## src/hdl/tre_pkg.sv

```systemverilog
// Shared types and constants for the tile rectangle enumerator.
// No dependencies; every other file in hdl/ imports this package.
package tre_pkg;

    localparam int MAX_COLUMNS_DEF = 8;
    localparam int MAX_ROWS_DEF    = 8;
    localparam int SIZE_BITS_DEF   = 14;

    localparam int SLOT_MAX    = 8;     // slots held in the size registers
    localparam int IDX_W       = 3;     // bits of a column or row index
    localparam int CNT_W       = 4;     // bits of a column or row count
    localparam int CFG_DATA_W  = 56;
    localparam int CFG_INDEX_W = 3;
    localparam int PACK_W      = 64;    // four sizes of up to 16 bits
    localparam int COORD_W     = 16;
    localparam int POS_W       = 17;    // x + width - 1 without wrap
    localparam int TILE_W      = 6;
    localparam int IN_DATA_W   = 64;
    localparam int OUT_DATA_W  = 8;
    localparam int QUEUE_DEPTH = 2;

    typedef enum logic [CFG_INDEX_W-1:0] {
        REG_NUM_COLUMNS        = 3'd0,
        REG_NUM_ROWS           = 3'd1,
        REG_COLUMN_WIDTHS_LOW  = 3'd2,
        REG_COLUMN_WIDTHS_HIGH = 3'd3,
        REG_ROW_HEIGHTS_LOW    = 3'd4,
        REG_ROW_HEIGHTS_HIGH   = 3'd5
    } cfg_index_t;

    typedef enum logic [1:0] {
        FS_IDLE,
        FS_SEARCH,
        FS_PUSH
    } front_state_t;

    // One classified rectangle handed from the front end to the tile walker.
    typedef struct packed {
        logic [IDX_W-1:0] first_column;
        logic [IDX_W-1:0] end_column;
        logic [IDX_W-1:0] first_row;
        logic [IDX_W-1:0] end_row;
        logic [CNT_W-1:0] num_columns;
        logic             err;
    } job_t;

endpackage

```

## src/hdl/tre_cfg.sv

```systemverilog
// Configuration register file: tile counts and packed column/row sizes.
// Depends on tre_pkg.
module tre_cfg #(
    parameter int MAX_COLUMNS = tre_pkg::MAX_COLUMNS_DEF,
    parameter int MAX_ROWS    = tre_pkg::MAX_ROWS_DEF,
    parameter int SIZE_BITS   = tre_pkg::SIZE_BITS_DEF
) (
    input  logic                             clk,
    input  logic                             rst_n,
    input  logic                             cfg_valid,
    output logic                             cfg_ready,
    input  logic [tre_pkg::CFG_INDEX_W-1:0]  cfg_index,
    input  logic [tre_pkg::CFG_DATA_W-1:0]   cfg_data,
    output logic [SIZE_BITS-1:0]             col_size [tre_pkg::SLOT_MAX],
    output logic [SIZE_BITS-1:0]             row_size [tre_pkg::SLOT_MAX],
    output logic [tre_pkg::CNT_W-1:0]        ncols,
    output logic [tre_pkg::CNT_W-1:0]        nrows
);
    import tre_pkg::*;

    logic [CNT_W-1:0]      num_columns_reg;
    logic [CNT_W-1:0]      num_rows_reg;
    logic [CFG_DATA_W-1:0] col_lo_reg;
    logic [CFG_DATA_W-1:0] col_hi_reg;
    logic [CFG_DATA_W-1:0] row_lo_reg;
    logic [CFG_DATA_W-1:0] row_hi_reg;
    logic [PACK_W-1:0]     col_lo_wide;
    logic [PACK_W-1:0]     col_hi_wide;
    logic [PACK_W-1:0]     row_lo_wide;
    logic [PACK_W-1:0]     row_hi_wide;

    assign cfg_ready = 1'b1;

    always_ff @(posedge clk or negedge rst_n)
    begin
        if (!rst_n)
        begin
            num_columns_reg <= CNT_W'(1);
            num_rows_reg    <= CNT_W'(1);
            col_lo_reg      <= '0;
            col_hi_reg      <= '0;
            row_lo_reg      <= '0;
            row_hi_reg      <= '0;
        end
        else if (cfg_valid && cfg_ready)
        begin
            case (cfg_index_t'(cfg_index))
                REG_NUM_COLUMNS:        num_columns_reg <= cfg_data[CNT_W-1:0];
                REG_NUM_ROWS:           num_rows_reg    <= cfg_data[CNT_W-1:0];
                REG_COLUMN_WIDTHS_LOW:  col_lo_reg      <= cfg_data;
                REG_COLUMN_WIDTHS_HIGH: col_hi_reg      <= cfg_data;
                REG_ROW_HEIGHTS_LOW:    row_lo_reg      <= cfg_data;
                REG_ROW_HEIGHTS_HIGH:   row_hi_reg      <= cfg_data;
                default: ;
            endcase
        end
    end

    // Zero-extend so that a 16-bit size in the top slot reads zeros above bit 55.
    assign col_lo_wide = PACK_W'(col_lo_reg);
    assign col_hi_wide = PACK_W'(col_hi_reg);
    assign row_lo_wide = PACK_W'(row_lo_reg);
    assign row_hi_wide = PACK_W'(row_hi_reg);

    always_comb
    begin
        for (int k = 0; k < SLOT_MAX / 2; k++)
        begin
            col_size[k]                = col_lo_wide[SIZE_BITS*k +: SIZE_BITS];
            col_size[k + SLOT_MAX / 2] = col_hi_wide[SIZE_BITS*k +: SIZE_BITS];
            row_size[k]                = row_lo_wide[SIZE_BITS*k +: SIZE_BITS];
            row_size[k + SLOT_MAX / 2] = row_hi_wide[SIZE_BITS*k +: SIZE_BITS];
        end
    end

    // Counts above the supported maximum saturate.
    assign ncols = (num_columns_reg > CNT_W'(MAX_COLUMNS)) ? CNT_W'(MAX_COLUMNS)
                                                           : num_columns_reg;
    assign nrows = (num_rows_reg > CNT_W'(MAX_ROWS)) ? CNT_W'(MAX_ROWS) : num_rows_reg;

endmodule

```

## src/hdl/tre_front.sv

```systemverilog
// Front end: accepts a rectangle and walks the slot sizes one per cycle,
// locating the first and last column and row. Depends on tre_pkg.
module tre_front #(
    parameter int MAX_COLUMNS = tre_pkg::MAX_COLUMNS_DEF,
    parameter int MAX_ROWS    = tre_pkg::MAX_ROWS_DEF,
    parameter int SIZE_BITS   = tre_pkg::SIZE_BITS_DEF
) (
    input  logic                           clk,
    input  logic                           rst_n,
    input  logic                           s_tvalid,
    output logic                           s_tready,
    input  logic [tre_pkg::IN_DATA_W-1:0]  s_tdata,    // rect_x, rect_y, rect_width, rect_height
    input  logic [SIZE_BITS-1:0]           col_size [tre_pkg::SLOT_MAX],
    input  logic [SIZE_BITS-1:0]           row_size [tre_pkg::SLOT_MAX],
    input  logic [tre_pkg::CNT_W-1:0]      ncols,
    input  logic [tre_pkg::CNT_W-1:0]      nrows,
    output logic                           push,
    output tre_pkg::job_t                  push_job,
    input  logic                           queue_full
);
    import tre_pkg::*;

    localparam int SLOTS = (MAX_COLUMNS > MAX_ROWS) ? MAX_COLUMNS : MAX_ROWS;
    localparam int ACC_W = (SIZE_BITS + 3 > POS_W) ? SIZE_BITS + 3 : POS_W;

    front_state_t     state_reg, state_next;
    logic [IDX_W-1:0] idx_reg, idx_next;
    logic             accept;
    logic             searching;
    logic             idx_last;

    logic [POS_W-1:0] x0_reg, x0_next, x1_reg, x1_next;
    logic [POS_W-1:0] y0_reg, y0_next, y1_reg, y1_next;
    logic             empty_reg, empty_next;
    logic [ACC_W-1:0] col_start_reg, col_start_next;
    logic [ACC_W-1:0] row_start_reg, row_start_next;
    logic [3:0]       found_reg, found_next;   // first col, end col, first row, end row
    logic [IDX_W-1:0] c0_reg, c0_next, c1_reg, c1_next;
    logic [IDX_W-1:0] r0_reg, r0_next, r1_reg, r1_next;

    logic [COORD_W-1:0] in_x, in_y, in_w, in_h;
    logic [ACC_W-1:0]   cur_col_size, cur_row_size;
    logic               col_live, row_live;

    function automatic logic in_slot(input logic [POS_W-1:0] pos,
                                     input logic [ACC_W-1:0] start,
                                     input logic [ACC_W-1:0] size);
        logic [ACC_W-1:0] p;
        begin
            p = ACC_W'(pos);
            in_slot = (p >= start) && (p < start + size);
        end
    endfunction

    assign in_x = s_tdata[0*COORD_W +: COORD_W];
    assign in_y = s_tdata[1*COORD_W +: COORD_W];
    assign in_w = s_tdata[2*COORD_W +: COORD_W];
    assign in_h = s_tdata[3*COORD_W +: COORD_W];

    assign idx_last = (idx_reg == IDX_W'(SLOTS - 1));

    // Next state
    always_comb
    begin
        state_next = state_reg;
        case (state_reg)
            FS_IDLE:   if (s_tvalid) state_next = FS_SEARCH;
            FS_SEARCH: if (idx_last) state_next = FS_PUSH;
            FS_PUSH:   if (!queue_full) state_next = FS_IDLE;
            default:   state_next = FS_IDLE;
        endcase
    end

    // Outputs
    always_comb
    begin
        s_tready  = 1'b0;
        searching = 1'b0;
        push      = 1'b0;
        case (state_reg)
            FS_IDLE:   s_tready  = 1'b1;
            FS_SEARCH: searching = 1'b1;
            FS_PUSH:   push      = !queue_full;
            default: ;
        endcase
    end

    assign accept = s_tvalid && s_tready;

    assign cur_col_size = ACC_W'(col_size[idx_reg]);
    assign cur_row_size = ACC_W'(row_size[idx_reg]);
    assign col_live     = (CNT_W'(idx_reg) < ncols);
    assign row_live     = (CNT_W'(idx_reg) < nrows);

    always_comb
    begin
        idx_next       = idx_reg;
        x0_next        = x0_reg;
        x1_next        = x1_reg;
        y0_next        = y0_reg;
        y1_next        = y1_reg;
        empty_next     = empty_reg;
        col_start_next = col_start_reg;
        row_start_next = row_start_reg;
        found_next     = found_reg;
        c0_next        = c0_reg;
        c1_next        = c1_reg;
        r0_next        = r0_reg;
        r1_next        = r1_reg;
        if (accept)
        begin
            x0_next        = POS_W'(in_x);
            x1_next        = POS_W'(in_x) + POS_W'(in_w) - POS_W'(1);
            y0_next        = POS_W'(in_y);
            y1_next        = POS_W'(in_y) + POS_W'(in_h) - POS_W'(1);
            empty_next     = (in_w == '0) || (in_h == '0);
            idx_next       = '0;
            col_start_next = '0;
            row_start_next = '0;
            found_next     = '0;
        end
        else if (searching)
        begin
            // Keep the first slot that holds each position.
            if (col_live && !found_reg[0] && in_slot(x0_reg, col_start_reg, cur_col_size))
            begin
                found_next[0] = 1'b1;
                c0_next       = idx_reg;
            end
            if (col_live && !found_reg[1] && in_slot(x1_reg, col_start_reg, cur_col_size))
            begin
                found_next[1] = 1'b1;
                c1_next       = idx_reg;
            end
            if (row_live && !found_reg[2] && in_slot(y0_reg, row_start_reg, cur_row_size))
            begin
                found_next[2] = 1'b1;
                r0_next       = idx_reg;
            end
            if (row_live && !found_reg[3] && in_slot(y1_reg, row_start_reg, cur_row_size))
            begin
                found_next[3] = 1'b1;
                r1_next       = idx_reg;
            end
            col_start_next = col_start_reg + cur_col_size;
            row_start_next = row_start_reg + cur_row_size;
            idx_next       = idx_reg + IDX_W'(1);
        end
    end

    always_ff @(posedge clk or negedge rst_n)
    begin
        if (!rst_n)
        begin
            state_reg <= FS_IDLE;
            idx_reg   <= '0;
        end
        else
        begin
            state_reg <= state_next;
            idx_reg   <= idx_next;
        end
    end

    always_ff @(posedge clk)
    begin
        x0_reg        <= x0_next;
        x1_reg        <= x1_next;
        y0_reg        <= y0_next;
        y1_reg        <= y1_next;
        empty_reg     <= empty_next;
        col_start_reg <= col_start_next;
        row_start_reg <= row_start_next;
        found_reg     <= found_next;
        c0_reg        <= c0_next;
        c1_reg        <= c1_next;
        r0_reg        <= r0_next;
        r1_reg        <= r1_next;
    end

    always_comb
    begin
        push_job.first_column = c0_reg;
        push_job.end_column   = c1_reg;
        push_job.first_row    = r0_reg;
        push_job.end_row      = r1_reg;
        push_job.num_columns  = ncols;
        push_job.err          = empty_reg || (found_reg != 4'b1111);
    end

endmodule

```

## src/hdl/tre_queue.sv

```systemverilog
// Short job queue between the front end and the tile walker.
// Depends on tre_pkg for the job type and depth.
module tre_queue (
    input  logic          clk,
    input  logic          rst_n,
    input  logic          push,
    input  tre_pkg::job_t push_job,
    output logic          full,
    input  logic          pop,
    output logic          not_empty,
    output tre_pkg::job_t head_job
);
    import tre_pkg::*;

    localparam int PTR_W = (QUEUE_DEPTH > 1) ? $clog2(QUEUE_DEPTH) : 1;
    localparam int CNT_QW = $clog2(QUEUE_DEPTH + 1);

    job_t              entry_reg [QUEUE_DEPTH];
    logic [PTR_W-1:0]  wr_ptr_reg, rd_ptr_reg;
    logic [CNT_QW-1:0] count_reg;

    assign full      = (count_reg == CNT_QW'(QUEUE_DEPTH));
    assign not_empty = (count_reg != '0);
    assign head_job  = entry_reg[rd_ptr_reg];

    always_ff @(posedge clk or negedge rst_n)
    begin
        if (!rst_n)
        begin
            wr_ptr_reg <= '0;
            rd_ptr_reg <= '0;
            count_reg  <= '0;
        end
        else
        begin
            if (push)
            begin
                wr_ptr_reg <= (wr_ptr_reg == PTR_W'(QUEUE_DEPTH - 1)) ? '0
                                                                       : wr_ptr_reg + PTR_W'(1);
            end
            if (pop)
            begin
                rd_ptr_reg <= (rd_ptr_reg == PTR_W'(QUEUE_DEPTH - 1)) ? '0
                                                                       : rd_ptr_reg + PTR_W'(1);
            end
            if (push && !pop)
            begin
                count_reg <= count_reg + CNT_QW'(1);
            end
            else if (pop && !push)
            begin
                count_reg <= count_reg - CNT_QW'(1);
            end
        end
    end

    always_ff @(posedge clk)
    begin
        if (push)
        begin
            entry_reg[wr_ptr_reg] <= push_job;
        end
    end

endmodule

```

## src/hdl/tre_back.sv

```systemverilog
// Tile walker: expands one job into tile numbers, column-major, into a
// registered output stage. Depends on tre_pkg.
module tre_back (
    input  logic                           clk,
    input  logic                           rst_n,
    input  logic                           job_valid,
    input  tre_pkg::job_t                  job,
    output logic                           pop,
    output logic                           m_tvalid,
    input  logic                           m_tready,
    output logic [tre_pkg::OUT_DATA_W-1:0] m_tdata,    // tile_number, zero pad
    output logic                           m_tlast,    // last_tile
    output logic                           m_tuser     // out_of_range
);
    import tre_pkg::*;

    logic             busy_reg, busy_next;
    job_t             job_reg, job_next;
    logic [IDX_W-1:0] col_reg, col_next;
    logic [IDX_W-1:0] row_reg, row_next;
    logic             out_valid_reg, out_valid_next;
    logic [TILE_W-1:0] tile_reg, tile_next;
    logic             last_reg, last_next;
    logic             oor_reg, oor_next;

    logic             can_load;
    logic             at_last;
    logic [2*IDX_W+1:0] tile_sum;

    assign can_load = !out_valid_reg || m_tready;
    assign pop      = !busy_reg && job_valid;
    assign at_last  = job_reg.err ||
                      ((col_reg == job_reg.end_column) && (row_reg == job_reg.end_row));
    assign tile_sum = (2*IDX_W+2)'(col_reg) +
                      (2*IDX_W+2)'(job_reg.num_columns) * (2*IDX_W+2)'(row_reg);

    always_comb
    begin
        busy_next      = busy_reg;
        job_next       = job_reg;
        col_next       = col_reg;
        row_next       = row_reg;
        out_valid_next = out_valid_reg;
        tile_next      = tile_reg;
        last_next      = last_reg;
        oor_next       = oor_reg;
        if (pop)
        begin
            busy_next = 1'b1;
            job_next  = job;
            col_next  = job.first_column;
            row_next  = job.first_row;
        end
        if (busy_reg && can_load)
        begin
            out_valid_next = 1'b1;
            tile_next      = job_reg.err ? '0 : tile_sum[TILE_W-1:0];
            last_next      = at_last;
            oor_next       = job_reg.err;
            // Advance rows first, wrap to the next column at the end row.
            if (at_last)
            begin
                busy_next = 1'b0;
            end
            else if (row_reg == job_reg.end_row)
            begin
                row_next = job_reg.first_row;
                col_next = col_reg + IDX_W'(1);
            end
            else
            begin
                row_next = row_reg + IDX_W'(1);
            end
        end
        else if (m_tready)
        begin
            out_valid_next = 1'b0;
        end
    end

    always_ff @(posedge clk or negedge rst_n)
    begin
        if (!rst_n)
        begin
            busy_reg      <= 1'b0;
            out_valid_reg <= 1'b0;
        end
        else
        begin
            busy_reg      <= busy_next;
            out_valid_reg <= out_valid_next;
        end
    end

    always_ff @(posedge clk)
    begin
        job_reg  <= job_next;
        col_reg  <= col_next;
        row_reg  <= row_next;
        tile_reg <= tile_next;
        last_reg <= last_next;
        oor_reg  <= oor_next;
    end

    assign m_tvalid = out_valid_reg;
    assign m_tdata  = OUT_DATA_W'(tile_reg);
    assign m_tlast  = last_reg;
    assign m_tuser  = oor_reg;

endmodule

```

## src/hdl/tile_rectangle_enumerator.sv

```systemverilog
// Tile rectangle enumerator: maps pixel rectangles to covered tile numbers.
// Instantiates tre_cfg, tre_front, tre_queue and tre_back; uses tre_pkg.
//
// Usage:
//   Write the tile counts and packed column/row sizes on the cfg channel
//   (index 0..5, always ready) while the block is idle. Send rectangles on
//   the s_ channel; tdata carries x, y, width, height, 16 bits each.
//   Each rectangle yields one or more results on the m_ channel: tdata
//   holds the tile number, tlast marks the final tile, tuser flags an
//   empty rectangle or one that leaves the layout (single result, tile 0).
// Timing:
//   The front end holds a rectangle through an accept state, a size search
//   over each of the max(MAX_COLUMNS, MAX_ROWS) slots, and an enqueue state
//   that waits while the queue is full. The walker then emits one tile per
//   cycle while the m_ channel takes each result.
// Reset and stalls:
//   Reset restores one column, one row and all sizes zero, and empties the
//   queue. A stalled m_ channel holds its result; the two-entry queue lets
//   the front end keep accepting until it fills.
module tile_rectangle_enumerator #(
    parameter int MAX_COLUMNS = tre_pkg::MAX_COLUMNS_DEF,
    parameter int MAX_ROWS    = tre_pkg::MAX_ROWS_DEF,
    parameter int SIZE_BITS   = tre_pkg::SIZE_BITS_DEF
) (
    input  logic                             clk,
    input  logic                             rst_n,
    input  logic                             s_tvalid,
    output logic                             s_tready,
    input  logic [tre_pkg::IN_DATA_W-1:0]    s_tdata,   // rect_x, rect_y, rect_width, rect_height
    output logic                             m_tvalid,
    input  logic                             m_tready,
    output logic [tre_pkg::OUT_DATA_W-1:0]   m_tdata,   // tile_number, zero pad
    output logic                             m_tlast,   // last_tile
    output logic                             m_tuser,   // out_of_range
    input  logic                             cfg_valid,
    output logic                             cfg_ready,
    input  logic [tre_pkg::CFG_INDEX_W-1:0]  cfg_index,
    input  logic [tre_pkg::CFG_DATA_W-1:0]   cfg_data
);
    import tre_pkg::*;

    logic [SIZE_BITS-1:0] col_size [SLOT_MAX];
    logic [SIZE_BITS-1:0] row_size [SLOT_MAX];
    logic [CNT_W-1:0]     ncols, nrows;
    logic                 push, queue_full, pop, queue_not_empty;
    job_t                 push_job, head_job;

    tre_cfg #(
        .MAX_COLUMNS (MAX_COLUMNS),
        .MAX_ROWS    (MAX_ROWS),
        .SIZE_BITS   (SIZE_BITS)
    ) u_cfg (
        .clk       (clk),
        .rst_n     (rst_n),
        .cfg_valid (cfg_valid),
        .cfg_ready (cfg_ready),
        .cfg_index (cfg_index),
        .cfg_data  (cfg_data),
        .col_size  (col_size),
        .row_size  (row_size),
        .ncols     (ncols),
        .nrows     (nrows)
    );

    tre_front #(
        .MAX_COLUMNS (MAX_COLUMNS),
        .MAX_ROWS    (MAX_ROWS),
        .SIZE_BITS   (SIZE_BITS)
    ) u_front (
        .clk        (clk),
        .rst_n      (rst_n),
        .s_tvalid   (s_tvalid),
        .s_tready   (s_tready),
        .s_tdata    (s_tdata),
        .col_size   (col_size),
        .row_size   (row_size),
        .ncols      (ncols),
        .nrows      (nrows),
        .push       (push),
        .push_job   (push_job),
        .queue_full (queue_full)
    );

    tre_queue u_queue (
        .clk       (clk),
        .rst_n     (rst_n),
        .push      (push),
        .push_job  (push_job),
        .full      (queue_full),
        .pop       (pop),
        .not_empty (queue_not_empty),
        .head_job  (head_job)
    );

    tre_back u_back (
        .clk       (clk),
        .rst_n     (rst_n),
        .job_valid (queue_not_empty),
        .job       (head_job),
        .pop       (pop),
        .m_tvalid  (m_tvalid),
        .m_tready  (m_tready),
        .m_tdata   (m_tdata),
        .m_tlast   (m_tlast),
        .m_tuser   (m_tuser)
    );

endmodule

```

## config.mk

```make
export PLATFORM = sky130hd
export DESIGN_NAME = tile_rectangle_enumerator
export DESIGN_NICKNAME = d
export VERILOG_FILES = /design/src/hdl/tre_pkg.sv /design/src/hdl/tre_cfg.sv /design/src/hdl/tre_front.sv /design/src/hdl/tre_queue.sv /design/src/hdl/tre_back.sv /design/src/hdl/tile_rectangle_enumerator.sv
export SDC_FILE = /design/constraint.sdc
export NUM_CORES = 1
export LEC_CHECK = 0
export BUFFER_PORTS_ARGS = -buffer_cell sky130_fd_sc_hd__buf_2
export CAP_MARGIN = 20
export CORE_ASPECT_RATIO = 0.5
export CORE_MARGIN = 3
export CORE_UTILIZATION = 65
export CTS_CLUSTER_SIZE = 25
export DETAILED_ROUTE_END_ITERATION = 8
export PLACE_DENSITY_LB_ADDON = 0.12
export SYNTH_ARGS = -nofsm -noshare
export SYNTH_HDL_FRONTEND = slang
export SYNTH_SLANG_ARGS = --single-unit
```

## constraint.sdc

```tcl
create_clock -name clk -period 17.7 [get_ports clk]
set_input_delay 0.885 -clock clk [delete_from_list [all_inputs] [get_ports clk]]
set_output_delay 0.885 -clock clk [all_outputs]
set_load 0.01 [all_outputs]
```

After elaboration in Yosys (flattened, before gate mapping). Memories as Yosys holds them, arrays and structs flattened. Cells that the tools add are included.

Flip-flop bits (word level): 388. Memory bits (writable): 34. Input port bits: 128. Output and inout port bits: 13. Word-level logic and storage cells: 174. Memories kept: 1.

Memory list: u_queue.entry_reg (words 2, width 17, read ports 1, clocked after Yosys merged registers in 0, wr ports 1, line tre_queue.sv:18) `job_t entry_reg [QUEUE_DEPTH];`.

Add/subtract/negate cells: 14. Multiply operators: 1. Magnitude comparators: 13. Equal/unequal tests: 15. Muxes and demuxes: 36. Bitwise logic cells: 2. Reduce and logical (&&, ||, !) cells: 54.

Operator list (count): $bmux 14 s3 (2); $mux 14 (4); $add 16x16->17 (2); $add 17x14->17 (2); $ge 16x17->1 (2); $ge 17x17->1 (2); $lt 16x17->1 (2); $lt 17x17->1 (2); $sub 17x1->17 const B (2); $logic_not 16->1 (2); $mux 3 (10); $reduce_and 2->1 (10); $logic_and 1x1->1 (18); $reduce_and 3->1 (5); $mux 1 (12); $mux 2 (5); $add 3x1->3 const B (3); $eq 3x3->1 const B (3); $logic_not 1->1 (9); $gt 4x4->1 const B (2); $lt 3x4->1 (2); $mux 4 (2); $reduce_bool 2->1 (4); $add 3x6->6 (1); other kinds (19) (27).

Logic depth before layout (Yosys ltp).
Depth in word-level cells: 9. Depth in mapped cells: 22. Gate-level depth less buffers: 19.

Cells and area by module. Synthesis repeated with hierarchy kept, for this count alone.

Cell total of the unflattened synthesis: 1972. Area, all modules: 24060.6 um^2.

Modules (own cells, without submodules): tre_front (times used 1, cells an instance 1262, area an instance 12177.9 um^2, seq. area each 3258.1 um^2); tre_cfg (times used 1, cells an instance 504, area an instance 8742.1 um^2, seq. area each 5808.1 um^2); tre_back (times used 1, cells an instance 137, area an instance 1674.1 um^2, seq. area each 830.8 um^2); tre_queue (times used 1, cells an instance 69, area an instance 1466.4 um^2, seq. area each 1121.1 um^2).

Worst setup path before layout. Ideal clock, no wire load.

Path kind: register to register. Start: register u_front.idx_reg[0]. End: register u_front.r0_reg[0] (enable). Library setup time: 0.327 ns. Data arrival time: 5.899 ns. Data required time: 17.373 ns. Slack: 11.473 ns. Stages on the path, launching flop included: 22. Buffers on the path: 3. Clock period less this slack: 6.227 ns. Cells stage by stage: dfrtp_1 -> clkbuf_1 -> buf_2 -> buf_1 -> mux4_2 -> mux2_2 -> ha_1 -> fa_1 -> a211oi_1 -> o21bai_1 -> a21o_1 -> a21o_1 -> a21oi_1 -> xor2_1 -> ha_1 -> a21oi_1 -> o21ai_0 -> a221o_1 -> maj3_2 -> maj3_2 -> a221o_1 -> a21oi_1.

Cells in the longest elaborated chain, start to end: 9. Elaborated cells on any way between the ends: 11. Classes of those cells: add/sub: 1; order compare: 2; mux: 3; bitwise: 1; reduce/logical: 4.

Ends and longest elaborated chain: from (decl) (line tre_front.sv:27) `logic [IDX_W-1:0] idx_reg, idx_next;`; from (signal assigned) (line tre_front.sv:161) `idx_reg <= idx_next;`; $not 3->4 (not written as such) (line tre_front.sv:91) `assign cur_row_size = ACC_W'(row_size[idx_reg]);`; $bmux 14 s3 (line tre_front.sv:91); $mux 14 (not written as such) (2 in series) (line tre_front.sv:91); $add 17x14->17 (line tre_front.sv:51) `in_slot = (p >= start) && (p < start + size);`; $lt 16x17->1 (line tre_front.sv:51); $logic_and 1x1->1 (line tre_front.sv:51); $logic_and 1x1->1 * (line tre_front.sv:135) `if (row_live && !found_reg[2] && in_slot(y0_reg, row_start_reg, cur_row_size))`; $reduce_and 3->1 (no line) *; to (signal assigned) (line tre_front.sv:177) `r0_reg <= r0_next;`; to (decl) (line tre_front.sv:39) `logic [IDX_W-1:0] r0_reg, r0_next, r1_reg, r1_next;`.

Every way passes the cells marked *; elsewhere a longest branch is shown, timed or not. The select of a mux whose other input is x is not followed. A chain may end at the register's enable or synchronous reset.

Final worst setup path.
Start: register u_front.idx_reg[0]. End: register u_front.r0_reg[1] (enable).

The elaborated chain is that of the path after synthesis.

==> impl_metrics.json <==
{
  "status": "complete, no violations",
  "syn_avg_cell_area_um2": 12.28,
  "slowest_delay_ns": 0.53,
  "num_rows": 48,
  "core-area_um2": 35130,
  "hpwl_mm": 36.76,
  "yosysSeqAreaShare": 0.4666,
  "yosys_warnings": 0,
  "crit_path_frequent_cell": "a21oi_1",
  "ioPinCount": 141,
  "synth_common_cells": "274 x mux2_2, 241 x dfrtp_1, 229 x ha_1",
  "irDropWorstVdd_mv": 0.1140,
  "cts_hold_buf": 0,
  "multi_input_area_um2": 11650,
  "grt_max_degree": 123,
  "max_freq_ghz": 0.1543,
  "cp.arrival_ns": 6.69,
  "drc": 0,
  "netlist_instances": 1922,
  "yosysTopAreaCellShare": 0.2554,
  "cp-start-kind": "register",
  "p_per_area_nw_per_um2": 189.9,
  "critical-path-top-delay-family": "compound AO/OA/AOI/OAI gates",
  "dr.pass1.iters": 5,
  "track_usage": 0.2667,
  "worstMarginPinSlew_ns": 0.9191,
  "path_clk_slew_ns": 0.07,
  "post_cts_buffers": 0,
  "area_growth_pct": 10.31,
  "p_leak_nw": 11.46,
  "final_max_slew_viol_count": 0,
  "htreeDepth": 2,
  "die_x_um": 275.5,
  "synth-seq-cells": 422,
  "cts_tree": "yes",
  "fin_setup_tns_ns": 0,
  "wl_per_cell_um": 19.79,
  "die_h_um": 140.8,
  "crit_type": "register to register",
  "grt_pass1_vias": 15310,
  "cap_viol_max_count": 0,
  "finalNetCount": 2419,
  "r2r_end": "u_front.r0_reg[1]$_DFFE_PP_",
  "place_congestion": 0.8898,
  "cp_num_buf_inv": 2,
  "fin_crit_ns": 6.482,
  "vias_per_cell": 6.016,
  "syn_area_um2": 23610,
  "drtAntennaViolNets": 0,
  "hp-class": "input port to async pin",
  "yosysMostFrequentCell": "mux2_2",
  "synth_top_area_cell": "dfrtp_1",
  "power.total_mw": 4.946,
  "antenna_found_initial": 2,
  "clock_latency_ns": 0.54,
  "drtIter0Drc": 1072,
  "clock-root-buffer": "clkbuf_16",
  "relSlewSlack": 0.3714,
  "synthArstFlopShare": 0.5758,
  "numClockSinks": 422,
  "fillerInstances": 2383,
  "final.setup_skew_ns": 0.01227,
  "final.period_utilization": 0.3662,
  "dieArea_um2": 38790,
  "initial_core_util": 0.6720,
  "ys_types": 69,
  "synth_area_leaders": "dfrtp_1 26%, edfxtp_1 17%, mux2_2 13%",
  "reg2reg_from": "u_front.idx_reg[0]$_DFFE_PN0P_",
  "ctsResizeCount": 0,
  "drive_gt1_frac": 0.2669,
  "critPathRequiredTime_ns": 17.91,
  "r2r_cells": 20,
  "gr-total-overflow": 0,
  "rsz0062_at_grt": "false",
  "synth-edff-count": 135,
  "cp_cell_sequence": "buf_4 > buf_16 > mux4_2 > mux2_2 > ha_1 > fa_1 > a211oi_1 > o21bai_1 > a21o_1 > a21o_1 > a21oi_1 > xor2_1 > ha_1 > a21oi_1 > o21ai_0 > a221o_1 > maj3_2 > maj3_2 > a221o_1 > a21oi_1",
  "vias": 15400,
  "setup_viol": 0,
  "grt_pass1_wl_mm": 81.69,
  "critPathCaptureType": "register",
  "ff_latch_area_um2": 11020,
  "clock_path_buffers": 3,
  "cts_buffers": 38,
  "hold_viol": 0,
  "rrSetupSlack_ns": 11.22,
  "wirelength_mm": 50.64,
  "worst-path-max-fanout": 38,
  "synthFlopType": "dfrtp_1",
  "crit_slowest_cell": "mux4_2",
  "io_buffers": 137
}
area by class of cell:
type	instances	area share
Multi-Input combinational cell	1247	0.4471
Sequential cell	422	0.4232
Clock buffer	56	0.04184
Timing Repair Buffer	151	0.03151
Inverter	194	0.02796
Tap cell	475	0.02282
Clock inverter	13	0.005428
Antenna cell	1	0.00009608
power breakdown:
group,total (mW),internal [mW],switching [mW]
Sequential,1.47,1.29,0.179
Combinational,2.64,1.19,1.45
Clock,0.834,0.462,0.372
routing by layer:
layer  vias up  global-route usage  share of wire
met3        87             0.05425          0.056
li1       7321                   -              -
met1      7659              0.3906           0.47
met2       329              0.4153           0.45
met5         -                   0              0
met4         0             0.06075          0.022
stage by stage:
step	util	hold WS, ns	cells	area [µm²]	setup slack (ns)
after floorplan	-	0.4215	1923	23620	11.47
after global placement	0.7054	0.4255	2488	24790	11.04
after detailed placement	0.7054	0.4344	2488	24790	10.99
after CTS	0.7405	0.4497	2557	26020	10.97
after global routing	0.7413	0.4619	2559	26050	10.86
final	0.7413	0.3894	2559	26050	11.22
worst max-delay path by stage:
stage / startpoint / to / slack (ns) / cells past startpoint
final: u_front.idx_reg[0]$_DFFE_PN0P_ / u_front.r0_reg[1]$_DFFE_PP_ / 11.22 / 20
after global routing: u_front.idx_reg[0]$_DFFE_PN0P_ / u_front.r0_reg[2]$_DFFE_PP_ / 10.86 / 20
after CTS: u_front.idx_reg[0]$_DFFE_PN0P_ / u_front.r0_reg[1]$_DFFE_PP_ / 10.97 / 19
after detailed placement: u_front.idx_reg[0]$_DFFE_PN0P_ / u_front.r0_reg[2]$_DFFE_PP_ / 10.99 / 19
after global placement: u_front.idx_reg[0]$_DFFE_PN0P_ / u_front.r0_reg[0]$_DFFE_PP_ / 11.04 / 19
after floorplan: u_front.idx_reg[0]$_DFFE_PN0P_ / u_front.r0_reg[0]$_DFFE_PP_ / 11.47 / 21
kinds of logic after synthesis:
| group | after synthesis | share of synthesized area |
|---|---|---|
| flops | 422 | 0.4666 |
| mux | 341 | 0.1888 |
| compound gates | 311 | 0.08547 |
| simple gates | 286 | 0.06391 |
| buf+inv | 254 | 0.04091 |
| fa+ha+maj | 240 | 0.1295 |
| xor+xnor | 66 | 0.02448 |
| other cells | 2 | 0.0003181 |
cell usage in the layout, fill, tap and decap left out, types with 14 or more instances in the layout:
cell	n
a211oi_1	14
a21o_1	34
a21oi_1	73
and2_1	18
buf_2	136
clkbuf_16	39
dfrtp_1	239
dfxtp_1	44
edfxtp_1	135
ha_1	229
inv_1	192
mux2_2	274
mux4_2	56
nand2_1	45
nand2b_1	18
nand3_1	35
nand4_1	15
nor2_1	51
nor2b_1	29
nor3_1	25
o21a_1	21
o21ai_0	76
xnor2_1	40
xor2_1	26
No activity file was read; power rests on OpenSTA's default activity.
